==> src/bmpenc_pkg.sv <==
`default_nettype none
// ----------------------------------------------------------------------------
// bmpenc_pkg
// Shared types, constants and helpers of the 24-bit BMP stream encoder.
// ----------------------------------------------------------------------------
package bmpenc_pkg;

  localparam int DIM_BITS = 14;
  localparam int DIM_W    = DIM_BITS + 1;
  localparam int CFG_W    = 15;
  localparam int CFG_IDX_W = 2;
  localparam int STRIDE_W = DIM_W + 2;
  localparam int WORD_W   = 32;
  localparam int IDX_W    = 6;
  localparam int FIFO_DEPTH = 2;
  localparam int PTR_W    = $clog2(FIFO_DEPTH);
  localparam int CNT_W    = $clog2(FIFO_DEPTH + 1);

  localparam logic [CFG_IDX_W-1:0] CFG_IDX_WIDTH  = CFG_IDX_W'(0);
  localparam logic [CFG_IDX_W-1:0] CFG_IDX_HEIGHT = CFG_IDX_W'(1);

  localparam logic [CFG_W-1:0] WIDTH_RST  = CFG_W'(640);
  localparam logic [CFG_W-1:0] HEIGHT_RST = CFG_W'(480);
  localparam logic [CFG_W-1:0] DIM_MAX    = CFG_W'(1) << DIM_BITS;

  localparam logic [7:0] SIG_B = 8'h42;
  localparam logic [7:0] SIG_M = 8'h4D;

  localparam logic [IDX_W-1:0] HDR_LEN   = IDX_W'(54);
  localparam logic [IDX_W-1:0] HDR_LAST  = IDX_W'(53);
  localparam logic [IDX_W-1:0] HDR_WORD0 = IDX_W'(2);
  localparam logic [IDX_W-1:0] PIX_LAST  = IDX_W'(2);

  localparam logic [WORD_W-1:0] DIB_LEN      = WORD_W'(40);
  localparam logic [WORD_W-1:0] PELS_PER_M   = WORD_W'(3780);
  localparam logic [WORD_W-1:0] PLANES_BPP   = 32'h0018_0001;

  // 4-byte header slots, counted from byte offset 2
  localparam logic [3:0] HW_FSIZE  = 4'd0;
  localparam logic [3:0] HW_OFFSET = 4'd2;
  localparam logic [3:0] HW_DIB    = 4'd3;
  localparam logic [3:0] HW_WIDTH  = 4'd4;
  localparam logic [3:0] HW_HEIGHT = 4'd5;
  localparam logic [3:0] HW_PLANES = 4'd6;
  localparam logic [3:0] HW_ISIZE  = 4'd8;
  localparam logic [3:0] HW_XRES   = 4'd9;
  localparam logic [3:0] HW_YRES   = 4'd10;

  typedef struct packed {
    logic                is_hdr;
    logic                frame_end;
    logic [1:0]          pad;
    logic [7:0]          blue;
    logic [7:0]          green;
    logic [7:0]          red;
    logic [DIM_W-1:0]    w;
    logic [DIM_W-1:0]    h;
    logic [STRIDE_W-1:0] stride;
  } cmd_t;

  function automatic logic [DIM_W-1:0] clamp_dim(input logic [CFG_W-1:0] v);
    logic [DIM_W-1:0] r;
    if (v == '0) begin
      r = DIM_W'(1);
    end else if (v > DIM_MAX) begin
      r = DIM_W'(DIM_MAX);
    end else begin
      r = DIM_W'(v);
    end
    return r;
  endfunction

  function automatic logic [7:0] byte_of(input logic [WORD_W-1:0] word,
                                         input logic [1:0] sel);
    logic [7:0] r;
    case (sel)
      2'd0:    r = word[7:0];
      2'd1:    r = word[15:8];
      2'd2:    r = word[23:16];
      default: r = word[31:24];
    endcase
    return r;
  endfunction

endpackage
`default_nettype wire

==> src/bmpenc_intf.sv <==
`default_nettype none
// ----------------------------------------------------------------------------
// bmpenc channel interfaces
// Pixel/command input channel and byte output channel, valid/ready.
// ----------------------------------------------------------------------------
interface bmpenc_in_if;
  logic       valid;
  logic       ready;
  logic       action;
  logic [7:0] red;
  logic [7:0] green;
  logic [7:0] blue;
  modport source (output valid, action, red, green, blue, input ready);
  modport sink   (input valid, action, red, green, blue, output ready);
endinterface

interface bmpenc_out_if;
  logic       valid;
  logic       ready;
  logic [7:0] out_byte;
  logic       run_last;
  logic       frame_end;
  modport source (output valid, out_byte, run_last, frame_end, input ready);
  modport sink   (input valid, out_byte, run_last, frame_end, output ready);
endinterface
`default_nettype wire

==> src/bmpenc_front.sv <==
`default_nettype none
// ----------------------------------------------------------------------------
// bmpenc_front
// Config registers, frame tracking and command build for each input beat.
// ----------------------------------------------------------------------------
module bmpenc_front (
  input  wire logic                            clk,
  input  wire logic                            rst_n,
  input  wire logic                            cfg_we,
  input  wire logic [bmpenc_pkg::CFG_IDX_W-1:0] cfg_idx,
  input  wire logic [bmpenc_pkg::CFG_W-1:0]    cfg_data,
  input  wire logic                            in_valid,
  output logic                                 in_ready,
  input  wire logic                            in_action,
  input  wire logic [7:0]                      in_red,
  input  wire logic [7:0]                      in_green,
  input  wire logic [7:0]                      in_blue,
  input  wire logic                            q_full,
  output logic                                 q_push,
  output bmpenc_pkg::cmd_t                     q_din
);

  logic [bmpenc_pkg::CFG_W-1:0] img_w_r, img_h_r;
  logic                         in_frame_r;
  logic [bmpenc_pkg::DIM_W-1:0] fw_r, fh_r, col_r, row_r;
  logic [bmpenc_pkg::DIM_W-1:0] cw, ch, col_inc, row_inc;
  logic                         start, pix, row_end, frm_end;

  always_comb begin
    cw       = bmpenc_pkg::clamp_dim(img_w_r);
    ch       = bmpenc_pkg::clamp_dim(img_h_r);
    col_inc  = col_r + bmpenc_pkg::DIM_W'(1);
    row_inc  = row_r + bmpenc_pkg::DIM_W'(1);
    row_end  = (col_inc == fw_r);
    frm_end  = row_end && (row_inc == fh_r);
    in_ready = !q_full;
    start    = in_valid && !q_full && !in_action;
    pix      = in_valid && !q_full && in_action && in_frame_r;
    q_push   = start || pix;

    q_din.is_hdr    = !in_action;
    q_din.frame_end = frm_end;
    q_din.pad       = row_end ? fw_r[1:0] : 2'd0;
    q_din.blue      = in_blue;
    q_din.green     = in_green;
    q_din.red       = in_red;
    q_din.w         = cw;
    q_din.h         = ch;
    q_din.stride    = bmpenc_pkg::STRIDE_W'(cw) + (bmpenc_pkg::STRIDE_W'(cw) << 1)
                    + bmpenc_pkg::STRIDE_W'(cw[1:0]);
  end

  always_ff @(posedge clk) begin
    if (!rst_n) begin
      img_w_r    <= bmpenc_pkg::WIDTH_RST;
      img_h_r    <= bmpenc_pkg::HEIGHT_RST;
      in_frame_r <= 1'b0;
      col_r      <= '0;
      row_r      <= '0;
      fw_r       <= '0;
      fh_r       <= '0;
    end else begin
      if (cfg_we && cfg_idx == bmpenc_pkg::CFG_IDX_WIDTH) begin
        img_w_r <= cfg_data;
      end
      if (cfg_we && cfg_idx == bmpenc_pkg::CFG_IDX_HEIGHT) begin
        img_h_r <= cfg_data;
      end
      if (start) begin
        in_frame_r <= 1'b1;
        col_r      <= '0;
        row_r      <= '0;
        fw_r       <= cw;
        fh_r       <= ch;
      end else if (pix) begin
        col_r <= row_end ? '0 : col_inc;
        if (row_end) begin
          row_r <= frm_end ? '0 : row_inc;
        end
        if (frm_end) begin
          in_frame_r <= 1'b0;
        end
      end
    end
  end

endmodule
`default_nettype wire

==> src/bmpenc_fifo.sv <==
`default_nettype none
// ----------------------------------------------------------------------------
// bmpenc_fifo
// Short command queue between front and back.
// ----------------------------------------------------------------------------
module bmpenc_fifo (
  input  wire logic             clk,
  input  wire logic             rst_n,
  input  wire logic             push,
  input  wire bmpenc_pkg::cmd_t din,
  output logic                  full,
  input  wire logic             pop,
  output bmpenc_pkg::cmd_t      dout,
  output logic                  empty
);

  bmpenc_pkg::cmd_t                mem_r [bmpenc_pkg::FIFO_DEPTH];
  logic [bmpenc_pkg::PTR_W-1:0]    wr_ptr_r, rd_ptr_r;
  logic [bmpenc_pkg::CNT_W-1:0]    cnt_r;

  always_comb begin
    full  = (cnt_r == bmpenc_pkg::CNT_W'(bmpenc_pkg::FIFO_DEPTH));
    empty = (cnt_r == '0);
    dout  = mem_r[rd_ptr_r];
  end

  always_ff @(posedge clk) begin
    if (!rst_n) begin
      wr_ptr_r <= '0;
      rd_ptr_r <= '0;
      cnt_r    <= '0;
    end else begin
      if (push) begin
        mem_r[wr_ptr_r] <= din;
        wr_ptr_r        <= wr_ptr_r + bmpenc_pkg::PTR_W'(1);
      end
      if (pop) begin
        rd_ptr_r <= rd_ptr_r + bmpenc_pkg::PTR_W'(1);
      end
      if (push && !pop) begin
        cnt_r <= cnt_r + bmpenc_pkg::CNT_W'(1);
      end else if (pop && !push) begin
        cnt_r <= cnt_r - bmpenc_pkg::CNT_W'(1);
      end
    end
  end

endmodule
`default_nettype wire

==> src/bmpenc_back.sv <==
`default_nettype none
// ----------------------------------------------------------------------------
// bmpenc_back
// Expands one command into header, pixel and pad bytes, one byte per beat.
// ----------------------------------------------------------------------------
module bmpenc_back (
  input  wire logic             clk,
  input  wire logic             rst_n,
  input  wire logic             q_empty,
  input  wire bmpenc_pkg::cmd_t q_dout,
  output logic                  q_pop,
  output logic                  out_valid,
  input  wire logic             out_ready,
  output logic [7:0]            out_byte,
  output logic                  run_last,
  output logic                  frame_end
);

  bmpenc_pkg::cmd_t                cur_r;
  logic                            cur_vld_r;
  logic [bmpenc_pkg::IDX_W-1:0]    idx_r;
  logic [bmpenc_pkg::WORD_W-1:0]   prod_r;
  logic                            out_vld_r, run_last_r, frame_end_r;
  logic [7:0]                      byte_r;

  logic                            adv, cur_last;
  logic [bmpenc_pkg::IDX_W-1:0]    last_idx, hofs;
  logic [bmpenc_pkg::WORD_W-1:0]   hword;
  logic [7:0]                      sel_byte;

  always_comb begin
    adv      = !out_vld_r || out_ready;
    last_idx = cur_r.is_hdr ? bmpenc_pkg::HDR_LAST
                            : bmpenc_pkg::PIX_LAST + bmpenc_pkg::IDX_W'(cur_r.pad);
    cur_last = (idx_r == last_idx);
    q_pop    = adv && (!cur_vld_r || cur_last) && !q_empty;

    hofs = idx_r - bmpenc_pkg::HDR_WORD0;
    case (hofs[bmpenc_pkg::IDX_W-1:2])
      bmpenc_pkg::HW_FSIZE:  hword = prod_r + bmpenc_pkg::WORD_W'(bmpenc_pkg::HDR_LEN);
      bmpenc_pkg::HW_OFFSET: hword = bmpenc_pkg::WORD_W'(bmpenc_pkg::HDR_LEN);
      bmpenc_pkg::HW_DIB:    hword = bmpenc_pkg::DIB_LEN;
      bmpenc_pkg::HW_WIDTH:  hword = bmpenc_pkg::WORD_W'(cur_r.w);
      bmpenc_pkg::HW_HEIGHT: hword = bmpenc_pkg::WORD_W'(cur_r.h);
      bmpenc_pkg::HW_PLANES: hword = bmpenc_pkg::PLANES_BPP;
      bmpenc_pkg::HW_ISIZE:  hword = prod_r;
      bmpenc_pkg::HW_XRES:   hword = bmpenc_pkg::PELS_PER_M;
      bmpenc_pkg::HW_YRES:   hword = bmpenc_pkg::PELS_PER_M;
      default:               hword = '0;
    endcase

    if (cur_r.is_hdr) begin
      case (idx_r)
        bmpenc_pkg::IDX_W'(0): sel_byte = bmpenc_pkg::SIG_B;
        bmpenc_pkg::IDX_W'(1): sel_byte = bmpenc_pkg::SIG_M;
        default:               sel_byte = bmpenc_pkg::byte_of(hword, hofs[1:0]);
      endcase
    end else begin
      case (idx_r)
        bmpenc_pkg::IDX_W'(0): sel_byte = cur_r.blue;
        bmpenc_pkg::IDX_W'(1): sel_byte = cur_r.green;
        bmpenc_pkg::IDX_W'(2): sel_byte = cur_r.red;
        default:               sel_byte = 8'd0;
      endcase
    end

    out_valid = out_vld_r;
    out_byte  = byte_r;
    run_last  = run_last_r;
    frame_end = frame_end_r;
  end

  always_ff @(posedge clk) begin
    prod_r <= bmpenc_pkg::WORD_W'(cur_r.stride) * bmpenc_pkg::WORD_W'(cur_r.h);
    if (!rst_n) begin
      cur_vld_r <= 1'b0;
      idx_r     <= '0;
      out_vld_r <= 1'b0;
    end else begin
      if (adv) begin
        out_vld_r <= cur_vld_r;
        if (cur_vld_r) begin
          byte_r      <= sel_byte;
          run_last_r  <= cur_last;
          frame_end_r <= cur_last && !cur_r.is_hdr && cur_r.frame_end;
        end
      end
      if (q_pop) begin
        cur_r     <= q_dout;
        cur_vld_r <= 1'b1;
        idx_r     <= '0;
      end else if (adv && cur_vld_r) begin
        idx_r <= cur_last ? '0 : idx_r + bmpenc_pkg::IDX_W'(1);
        if (cur_last) begin
          cur_vld_r <= 1'b0;
        end
      end
    end
  end

endmodule
`default_nettype wire

==> src/bmp_24bit_stream_encoder_unit.sv <==
`default_nettype none
// ----------------------------------------------------------------------------
// bmp_24bit_stream_encoder_unit
// Streams an uncompressed 24-bit BMP file, one byte per output beat.
//
// in_bus:  action 0 opens a frame and yields the 54-byte header for the
//          current cfg width/height; action 1 carries one pixel and yields
//          blue, green, red, plus zero pad bytes after the last pixel of a
//          row. Pixels outside a frame are taken and dropped.
// out_bus: out_byte with run_last on the last byte of each input beat and
//          frame_end on the final byte of the file.
// cfg:     cfg_we/cfg_idx/cfg_data, index 0 width, 1 height, write only.
// Path:    a taken beat passes the command queue, the back end's command register and its byte register.
// Rate:    one output byte per cycle from the back end's byte register while
//          out_bus is ready; a pixel yields 3 bytes (3 to 6 at a row end), a header 54.
//          A two-deep command queue lets the next beat enter meanwhile.
// Reset:   rst_n synchronous; frame closed, queue empty, width 640,
//          height 480. A stalled out_bus holds its byte and backs up into
//          the queue; in_bus.ready drops once the queue is full.
// ----------------------------------------------------------------------------
module bmp_24bit_stream_encoder_unit (
  input  wire logic                            clk,
  input  wire logic                            rst_n,
  bmpenc_in_if.sink                            in_bus,
  bmpenc_out_if.source                         out_bus,
  input  wire logic                            cfg_we,
  input  wire logic [bmpenc_pkg::CFG_IDX_W-1:0] cfg_idx,
  input  wire logic [bmpenc_pkg::CFG_W-1:0]    cfg_data
);

  bmpenc_pkg::cmd_t q_din, q_dout;
  logic             q_push, q_pop, q_full, q_empty;

  bmpenc_front u_front (
    .clk       (clk),
    .rst_n     (rst_n),
    .cfg_we    (cfg_we),
    .cfg_idx   (cfg_idx),
    .cfg_data  (cfg_data),
    .in_valid  (in_bus.valid),
    .in_ready  (in_bus.ready),
    .in_action (in_bus.action),
    .in_red    (in_bus.red),
    .in_green  (in_bus.green),
    .in_blue   (in_bus.blue),
    .q_full    (q_full),
    .q_push    (q_push),
    .q_din     (q_din)
  );

  bmpenc_fifo u_fifo (
    .clk   (clk),
    .rst_n (rst_n),
    .push  (q_push),
    .din   (q_din),
    .full  (q_full),
    .pop   (q_pop),
    .dout  (q_dout),
    .empty (q_empty)
  );

  bmpenc_back u_back (
    .clk       (clk),
    .rst_n     (rst_n),
    .q_empty   (q_empty),
    .q_dout    (q_dout),
    .q_pop     (q_pop),
    .out_valid (out_bus.valid),
    .out_ready (out_bus.ready),
    .out_byte  (out_bus.out_byte),
    .run_last  (out_bus.run_last),
    .frame_end (out_bus.frame_end)
  );

endmodule
`default_nettype wire

==> src/flat_wrapper.sv <==
// flat-port wrapper written by rule: the top's interface ports become plain ports
module bmp_24bit_stream_encoder_unit_flat 
  (clk, rst_n, cfg_we, cfg_idx, cfg_data, in_bus_valid, in_bus_action, in_bus_red, in_bus_green, in_bus_blue, in_bus_ready, out_bus_valid, out_bus_out_byte, out_bus_run_last, out_bus_frame_end, out_bus_ready);
  bmpenc_in_if in_bus_i ();
  bmpenc_out_if out_bus_i ();
  input  wire logic clk;
  input  wire logic rst_n;
  input  wire logic cfg_we;
  input  wire logic [bmpenc_pkg::CFG_IDX_W-1:0] cfg_idx;
  input  wire logic [bmpenc_pkg::CFG_W-1:0] cfg_data;
  input wire logic [$bits(in_bus_i.valid)-1:0] in_bus_valid;
  input wire logic [$bits(in_bus_i.action)-1:0] in_bus_action;
  input wire logic [$bits(in_bus_i.red)-1:0] in_bus_red;
  input wire logic [$bits(in_bus_i.green)-1:0] in_bus_green;
  input wire logic [$bits(in_bus_i.blue)-1:0] in_bus_blue;
  output wire logic [$bits(in_bus_i.ready)-1:0] in_bus_ready;
  output wire logic [$bits(out_bus_i.valid)-1:0] out_bus_valid;
  output wire logic [$bits(out_bus_i.out_byte)-1:0] out_bus_out_byte;
  output wire logic [$bits(out_bus_i.run_last)-1:0] out_bus_run_last;
  output wire logic [$bits(out_bus_i.frame_end)-1:0] out_bus_frame_end;
  input wire logic [$bits(out_bus_i.ready)-1:0] out_bus_ready;
  assign in_bus_i.valid = in_bus_valid;
  assign in_bus_i.action = in_bus_action;
  assign in_bus_i.red = in_bus_red;
  assign in_bus_i.green = in_bus_green;
  assign in_bus_i.blue = in_bus_blue;
  assign in_bus_ready = in_bus_i.ready;
  assign out_bus_valid = out_bus_i.valid;
  assign out_bus_out_byte = out_bus_i.out_byte;
  assign out_bus_run_last = out_bus_i.run_last;
  assign out_bus_frame_end = out_bus_i.frame_end;
  assign out_bus_i.ready = out_bus_ready;
  bmp_24bit_stream_encoder_unit u_core (.clk(clk), .rst_n(rst_n), .in_bus(in_bus_i), .out_bus(out_bus_i), .cfg_we(cfg_we), .cfg_idx(cfg_idx), .cfg_data(cfg_data));
endmodule
==> config.mk <==
export PLATFORM = sky130hd
export DESIGN_NAME = bmp_24bit_stream_encoder_unit_flat
export DESIGN_NICKNAME = d
export VERILOG_FILES = /design/src/bmpenc_pkg.sv /design/src/bmpenc_intf.sv /design/src/bmpenc_front.sv /design/src/bmpenc_fifo.sv /design/src/bmpenc_back.sv /design/src/bmp_24bit_stream_encoder_unit.sv /design/src/flat_wrapper.sv
export SDC_FILE = /design/constraint.sdc
export NUM_CORES = 1
export LEC_CHECK = 0
export BUFFER_PORTS_ARGS = -buffer_cell sky130_fd_sc_hd__buf_2
export CORE_ASPECT_RATIO = 0.8
export CORE_MARGIN = 2
export CORE_UTILIZATION = 64
export CTS_CLUSTER_SIZE = 12
export DETAILED_ROUTE_END_ITERATION = 10
export PLACE_DENSITY = 0.81
export SETUP_SLACK_MARGIN = 0.4
export SYNTH_ARGS = -nofsm -noshare
export SYNTH_HDL_FRONTEND = slang
export SYNTH_SLANG_ARGS = --single-unit
==> constraint.sdc <==
create_clock -name clk -period 7.35 [get_ports clk]
set_input_delay 1.47 -clock clk [delete_from_list [all_inputs] [get_ports clk]]
set_output_delay 1.47 -clock clk [all_outputs]
set_load 0.02 [all_outputs]
**Word level (Yosys, flattened, before mapping)**

Memories as Yosys holds them, arrays and structs flattened. A register that Yosys moved wholly into a read port is not among the register bits.
Cells that the tools add are included.

- Bits in registers: 145
- Memory bits (writable): 150
- Input bits: 47
- Output and inout bits: 12
- Word-level logic and storage cells: 121
- Memories: 1

Memories:

| memory | words | width | read ports | clocked after memory_dff | wr ports | line | source |
|---|---|---|---|---|---|---|---|
| u_core.u_fifo.mem_r | 2 | 75 | 1 | 1 | 1 | bmpenc_fifo.sv:17 | `bmpenc_pkg::cmd_t mem_r [bmpenc_pkg::FIFO_DEPTH];` |

- $add $sub $neg: 12
- Multipliers: 1
- Magnitude comparators: 2
- Equality and inequality tests: 17
- Mux-type cells: 25
- Bitwise operators: 1
- Reductions and logical operators: 45

Operator list:

| cell | count |
|---|---|
| 32-bit case mux with 8 select lines | 1 |
| 15-bit two-way mux | 6 |
| 8-bit case mux with 3 select lines | 2 |
| 32-bit by 6-bit adder with 32-bit output (second input constant) | 1 |
| 17-bit by 15-bit multiplier with 32-bit output | 1 |
| 15-bit by 1-bit adder with 15-bit output (second input constant) | 2 |
| 15-bit == test | 2 |
| 15-bit > comparator (second input constant) | 2 |
| 15-bit zero test | 2 |
| 15-bit by 16-bit adder with 17-bit output | 1 |
| 17-bit by 2-bit adder with 17-bit output | 1 |
| 8-bit case mux with 2 select lines | 1 |
| 1-bit logical AND | 14 |
| 4-bit by 3-bit == test with 1-bit output (second input constant) | 3 |
| 4-bit == test (second input constant) | 3 |
| 6-bit two-way mux | 2 |
| 2-bit nonzero test | 5 |
| 1-bit two-way mux | 9 |
| 4-bit by 2-bit == test with 1-bit output (second input constant) | 2 |
| 1-bit zero test | 8 |
| 8-bit two-way mux | 1 |
| 2-bit AND reduction | 4 |
| 6-bit by 1-bit adder with 6-bit output (second input constant) | 1 |
| 6-bit by 1-bit == test with 1-bit output (second input constant) | 1 |
| 17 further kinds | 28 |

**Logic depth before layout (Yosys ltp)**

Gate-level depths: netlist of the first run.

- Depth after elaboration: 10
- Depth in mapped cells: 22
- Mapped depth without buffers: 21

**Hierarchy**

A second synthesis of the first run with hierarchy kept.

- Cell total of the unflattened synthesis: 2,422
- Area, all modules: 25,474.4 µm²

Modules (own cells, without submodules):

| module | instances | cells each | area an instance (µm²) | seq. area each (µm²) |
|---|---|---|---|---|
| bmpenc_back | 1 | 1,460 | 14,041.0 | 3,353.2 |
| bmpenc_front | 1 | 706 | 5,789.3 | 1,821.7 |
| bmpenc_fifo | 1 | 256 | 5,644.2 | 4,604.4 |

**Worst setup path after synthesis of the first run**

OpenSTA, ideal clock, no wires.

- Path type: register to register
- From: register u_core.u_back.cur_r[8] (netlist name)
- To: register u_core.u_back.prod_r[29] (netlist name)
- Library setup time: 0.122 ns
- Arrival: 5.927 ns
- Data required time: 7.228 ns
- Slack: 1.301 ns
- Stages on the path, launching flop included: 22
- Path buffers: 1
- Period minus slack after synthesis: 6.049 ns
- Cell sequence: edfxtp_1 > clkbuf_1 > and2_1 > fa_1 > inv_1 > fa_1 > inv_1 > fa_1 > fa_1 > fa_1 > inv_1 > fa_1 > inv_1 > ha_1 > and3_1 > and2_1 > a221oi_1 > o21a_1 > o31a_1 > o21a_1 > nor4bb_1 > a311o_1

- Longest elaborated chain between the ends: 1

Ends and longest elaborated chain:

| element | line | source |
|---|---|---|
| start: declaration | bmpenc_back.sv:19 | `bmpenc_pkg::cmd_t cur_r;` |
| start signal: assignment | bmpenc_back.sv:89 | `cur_r <= q_dout;` |
| 17-bit by 15-bit multiplier with 32-bit output | bmpenc_back.sv:74 | `prod_r <= bmpenc_pkg::WORD_W'(cur_r.stride) * bmpenc_pkg::WORD_W'(cur_r.h);` |
| end signal: assignment | bmpenc_back.sv:74 |  |
| end: declaration | bmpenc_back.sv:22 | `logic [bmpenc_pkg::WORD_W-1:0] prod_r;` |

Every way passes these cells.
A chain may end at the register's enable or synchronous reset.

**Worst setup path after layout of the first run**

- From: register u_core.u_back.cur_r[9] (netlist name)
- To: register u_core.u_back.prod_r[29] (netlist name)

Same word-level chain as after synthesis.

==> results of run 1 <==
[registers in the layout, summed over array words and instances, names as in the netlist]
name and count:
u_core.u_fifo.cnt_r 2, u_core.u_front.fw_r 15, u_core.u_front.row_r 15, u_core.u_back.idx_r 6, u_core.u_front.img_w_r 15, u_core.u_back.frame_end 1, u_core.u_back.cur_r 73, u_core.u_front.in_frame_r 1
u_core.u_back.cur_vld_r 1, u_core.u_back.prod_r 30, u_core.u_back.run_last 1, u_core.u_front.fh_r 15, u_core.u_back.out_byte 8, u_core.u_fifo.mem_r 146, u_core.u_fifo.wr_ptr_r 1, u_core.u_back.out_valid 1
u_core.u_fifo.rd_ptr_r 1, u_core.u_front.col_r 15, u_core.u_front.img_h_r 15
[layout make-up]
class | instances | area (um^2) | share of cell area
Clock buffer | 60 | 1080 | 0.0419
Clock inverter | 8 | 93.8 | 0.00362
Inverter | 246 | 923 | 0.0357
Multi-Input combinational cell | 1574 | 13200 | 0.511
Sequential cell | 362 | 9540 | 0.368
Tap cell | 487 | 609 | 0.0235
Timing Repair Buffer | 74 | 410 | 0.0159
[cells in the mapped netlist (7+ instances only)]
| library cell | instances | share of area |
|---|---|---|
| ha_1 | 130 | 0.067 |
| and3_1 | 20 | 0.0052 |
| mux2_2 | 73 | 0.034 |
| buf_2 | 12 | 0.0025 |
| xor2_1 | 31 | 0.011 |
| or4_1 | 7 | 0.0022 |
| clkbuf_1 | 91 | 0.014 |
| a21oi_1 | 75 | 0.016 |
| mux2i_1 | 11 | 0.0046 |
| nor2b_1 | 38 | 0.0099 |
| nand2_1 | 243 | 0.038 |
| nor4_1 | 18 | 0.0047 |
| nand2b_1 | 7 | 0.0018 |
| xnor2_1 | 66 | 0.024 |
| o21ai_0 | 71 | 0.015 |
| nand3b_1 | 9 | 0.0028 |
| a221oi_1 | 7 | 0.0025 |
| fa_1 | 169 | 0.14 |
| edfxtp_1 | 229 | 0.29 |
| and4_1 | 7 | 0.0025 |
| a22o_1 | 29 | 0.011 |
| o211ai_1 | 9 | 0.0028 |
| nor3_1 | 40 | 0.0083 |
| dfxtp_1 | 133 | 0.11 |
| a31oi_1 | 11 | 0.0029 |
| nand4_1 | 26 | 0.0067 |
| inv_1 | 246 | 0.038 |
| nand3_1 | 54 | 0.011 |
| a2bb2oi_2 | 10 | 0.0062 |
| a22oi_1 | 12 | 0.0037 |
| a21boi_0 | 31 | 0.0097 |
| or3_1 | 13 | 0.0034 |
| a32o_1 | 8 | 0.0033 |
| o21a_1 | 11 | 0.0034 |
| a21o_1 | 16 | 0.0050 |
| nor2_1 | 71 | 0.011 |
| a211oi_1 | 10 | 0.0031 |
| and2_1 | 139 | 0.036 |
[worst max-delay path: cells and delay by family, from the launching register on]
family | cells | cell delay, ns
fa+ha+maj | 7 | 3.44
compound gates | 5 | 1.38
buf+inv | 4 | 0.21
flops | 1 | 0.63
simple gates | 4 | 0.79
[metal layers]
| layer | vias to the layer above | GRT usage | part of all wire |
|---|---|---|---|
| li1 | 7945 | - | - |
| met1 | 8567 | 0.430 | 0.44 |
| met2 | 712 | 0.461 | 0.45 |
| met3 | 100 | 0.0513 | 0.079 |
| met4 | 0 | 0.0817 | 0.025 |
| met5 | - | 0 | 0 |
[path summary, 6_finish.rpt]
path	slack [ns]	cells past startpoint	to
worst max-delay path	0.80	20	u_core.u_back.prod_r[29]
worst min-delay path	0.48	2	u_core.u_front.img_w_r[13]
worst max register to register	0.80	20	u_core.u_back.prod_r[29]
worst min register to register	0.48	2	u_core.u_front.img_w_r[13]
[cells by family (layout without fill, tap and decap cells)]
family	count (synthesis)	after routing
DFF	362	362
xor gates and xnor gates	97	97
buffers and inverters	356	388
muxes	84	84
AOI/OAI and AO/OA	372	372
and+or+nand+nor	722	722
adders and majority gates	299	299
[per-stage QoR]
step	instance area, um^2	hold slack [ns]
5_1_grt	25900	0.514
2_1_floorplan	24100	0.444
3_5_place_dp	24700	0.477
3_3_place_gp	24700	0.473
4_1_cts	25900	0.485
6_report	25900	0.483
==> reports/metrics.cfg, run 1 <==
[outcome]
run_status=finished clean

[yosys]
ys_ff_latch=362
synthAdderAreaFrac=0.208
synth_ff_type=edfxtp_1
syn_area_per_cell_um2=10.5
synthCells=2292
yosysSeqAreaShare=0.396
async_flop_share=0
synth_top_family_by_area=adder cells
synth_compound_area_frac=0.111
synth_edf_count=229
synth_xor_area_frac=0.0352
syn_nets=2638
synthSimpleGateAreaFrac=0.155
synth.distinct_cells=84
ys_warn_count=0
syn_area_um2=24100
synthMuxAreaShare=0.0387

[finish]
fin_util=0.697
fillCellCount=2709
final_nets=2642
final_common_cell=inv_1
layout_common_cells=inv_1 (246), nand2_1 (243), edfxtp_1 (229), fa_1 (169), and2_1 (138)
num_antenna_cells=0
fin_cells=2811
area_growth_pct=7.37
drive_gt1_frac=0.102

[sta]
slew_violations=0
rsz0062_at_grt=false
worst_pin_slew_ns=1.16
setup_slack_ns=0.805
max_clock_freq_mhz=153
setup_violations=0
finalCriticalPeriod_ns=6.55
max_slew_margin=0.222
fin_tns_setup_ns=0
hold_violations=0
fin_skew_ns=0.0175
period_share=0.891

[run]
cap_viol_max_count=0

[detailed_routing]
drc=0
wl_per_cell_um=20.5
ant_nets=0
drt-total-wl_um=57600
vias=17324
first_iter_violations=1782
viasPerCell=6.16
first_pass_iters=8

[floorplanning]
row_count=63
pin_count=59
start_util=0.650
die_x_um=221
die_h_um=178
fp.dieArea_um2=39300
coreArea_um2=37100

[worst_setup_path]
end_kind=register
timing.rr.start=u_core.u_back.cur_r[9]
cp.arrival_ns=6.97
crit_required_ns=7.78
crit_type=register to register
slowest_delay_ns=0.63
crit_top_cell=fa_1
worstSetupStartpointType=register
crit_slowest_cell=edfxtp_1
crit_path_start=u_core.u_back.cur_r[9]
path_max_fanout=15
cp_cell_sequence=and2_1 > fa_1 > inv_1 > fa_1 > inv_1 > fa_1 > fa_1 > fa_1 > inv_1 > fa_1 > inv_1 > ha_1 > and3_1 > and2_1 > a221oi_1 > o21a_1 > o31a_1 > o21a_1 > nor4bb_1 > a311o_1

[clocking]
cts_buffer_depth=3
clkSlewWorstSetupHoldPaths_ns=0.07
cts_setup_buffers=0
cts_hold_buffers=0
insertion_delay_ns=0.54
cts_sinks=362
cts-root-buf=clkbuf_16
cts_made_buffers=38
cts_tree=yes
ctsResizeCount=0
htreeDepth=2

[worst_hold_path]
min_from=u_core.u_front.img_w_r[13]
hold_class=register to register

[placed_design]
io_buffers=58
place_ws_ns=0.882
place_congestion=0.919
dp_hpwl_um=43000
place_inst=2743

[grt]
grt_pass1_vias=17022
grt_start_max_net_pins=54
overflow=0
grtUsageTotal=0.296
antenna_found_initial=1
grt_pass1_wl_um=91500

Power of run 1 is left out: the tool's default activity adds up to more than one toggle a clock period on the data nets, which glitch-free logic cannot reach.
==> run 2: changes to the inputs <==
- BUFFER_PORTS_ARGS: -buffer_cell sky130_fd_sc_hd__buf_2 -> -buffer_cell sky130_fd_sc_hd__buf_4
==> reports/metrics.cfg, run 2 (synthesis results as in run 1) <==
[worst_hold_path]
hold_class=register to register

[worst_setup_path]
path_max_fanout=16
worstSetupStartpointType=register
crit_type=register to register
cp.arrival_ns=6.94
end_kind=register
crit_required_ns=7.77

[finish]
largest_reg_flops=146
area_growth_pct=7.98
top_register=u_core.u_fifo.mem_r
drive_gt1_frac=0.104
num_antenna_cells=0
largestRegisters=u_core.u_fifo.mem_r x146, u_core.u_back.cur_r x73, u_core.u_back.prod_r x30
layout_common_cells=inv_1 (246), nand2_1 (243), edfxtp_1 (229), fa_1 (169), and2_1 (138)
fillCellCount=2633
final_nets=2643
final_common_cell=inv_1

[sta]
hold_violations=0
rsz0062_at_grt=false
worst_pin_slew_ns=1.25
period_share=0.887
max_clock_freq_mhz=153
max_slew_margin=0.162
setup_violations=0
slew_violations=0
finalCriticalPeriod_ns=6.52
fin_tns_setup_ns=0
fin_skew_ns=0.0166

[detailed_routing]
wl_per_cell_um=21.0
ant_nets=0
first_pass_iters=8
drt-total-wl_um=59100
first_iter_violations=1669
viasPerCell=6.17
drc=0
vias=17357

[floorplanning]
pin_count=59
row_count=63
coreArea_um2=37100
die_x_um=221
die_h_um=178
start_util=0.650
fp.dieArea_um2=39300

[grt]
grt_pass1_vias=17584
overflow=0
grtUsageTotal=0.304
grt_pass1_wl_um=94300
antenna_found_initial=0
grt_start_max_net_pins=54

[clocking]
cts-root-buf=clkbuf_16
clkSlewWorstSetupHoldPaths_ns=0.06
cts_hold_buffers=0
cts_sinks=362
htreeDepth=2
ctsResizeCount=0
cts_tree=yes
insertion_delay_ns=0.55
cts_buffer_depth=3
cts_made_buffers=38
cts_setup_buffers=0

[outcome]
run_status=finished clean

[run]
cap_viol_max_count=0

[placed_design]
dp_hpwl_um=43700
io_buffers=58
place_congestion=0.942

-- run 2: cell type report --
type                            count  area, um^2  share of cell area
Clock inverter                      7        91.3             0.00351
Inverter                          246         923              0.0355
Sequential cell                   362        9540               0.366
Tap cell                          487         609              0.0234
Clock buffer                       62        1080              0.0416
Timing Repair Buffer               75         563              0.0216
Multi-Input combinational cell   1574       13200               0.508
-- run 2: stage by stage --
stage | cells | utilization | cell area (um^2) | hold WS, ns | setup slack (ns)
2_1_floorplan | 2292 | - | 24100 | 0.444 | 1.30
3_3_place_gp | 2744 | 0.670 | 24900 | 0.472 | 1.04
3_5_place_dp | 2744 | 0.670 | 24900 | 0.472 | 0.922
4_1_cts | 2813 | 0.701 | 26000 | 0.480 | 0.896
5_1_grt | 2813 | 0.701 | 26000 | 0.510 | 0.572
6_report | 2813 | 0.701 | 26000 | 0.487 | 0.828
-- run 2: critical path, stage by stage, from the launching register on --
cell      delay, ns
edfxtp_1       0.69
and2_1         0.32
fa_1           0.54
inv_1          0.05
fa_1           0.49
inv_1          0.06
fa_1           0.50
fa_1           0.54
fa_1           0.56
inv_1          0.06
fa_1           0.52
inv_1          0.04
ha_1           0.37
and3_1         0.23
and4_1         0.19
a32oi_1        0.29
a211oi_1       0.16
o31a_1         0.34
o21ai_0        0.18
a21oi_1        0.12
xor2_1         0.15
-- run 2: worst paths after layout --
check,slack (ns),startpoint,cells past startpoint,to
worst min register to register,0.49,u_core.u_front.img_w_r[12],2,u_core.u_front.img_w_r[12]
worst min-delay path,0.49,u_core.u_front.img_w_r[12],2,u_core.u_front.img_w_r[12]
worst max-delay path,0.83,u_core.u_back.cur_r[28],20,u_core.u_back.prod_r[30]
worst max register to register,0.83,u_core.u_back.cur_r[28],20,u_core.u_back.prod_r[30]
-- run 2: per-layer routing --
metal | global-route usage | part of all wire | vias up | wire [um]
li1 | - | - | 7937 | -
met4 | 0.0926 | 0.025 | 0 | 1510
met5 | 0 | 0 | - | 0
met2 | 0.482 | 0.46 | 752 | 27000
met3 | 0.0664 | 0.094 | 116 | 5580
met1 | 0.422 | 0.42 | 8552 | 25100
Power of run 2 is left out for the same reason.
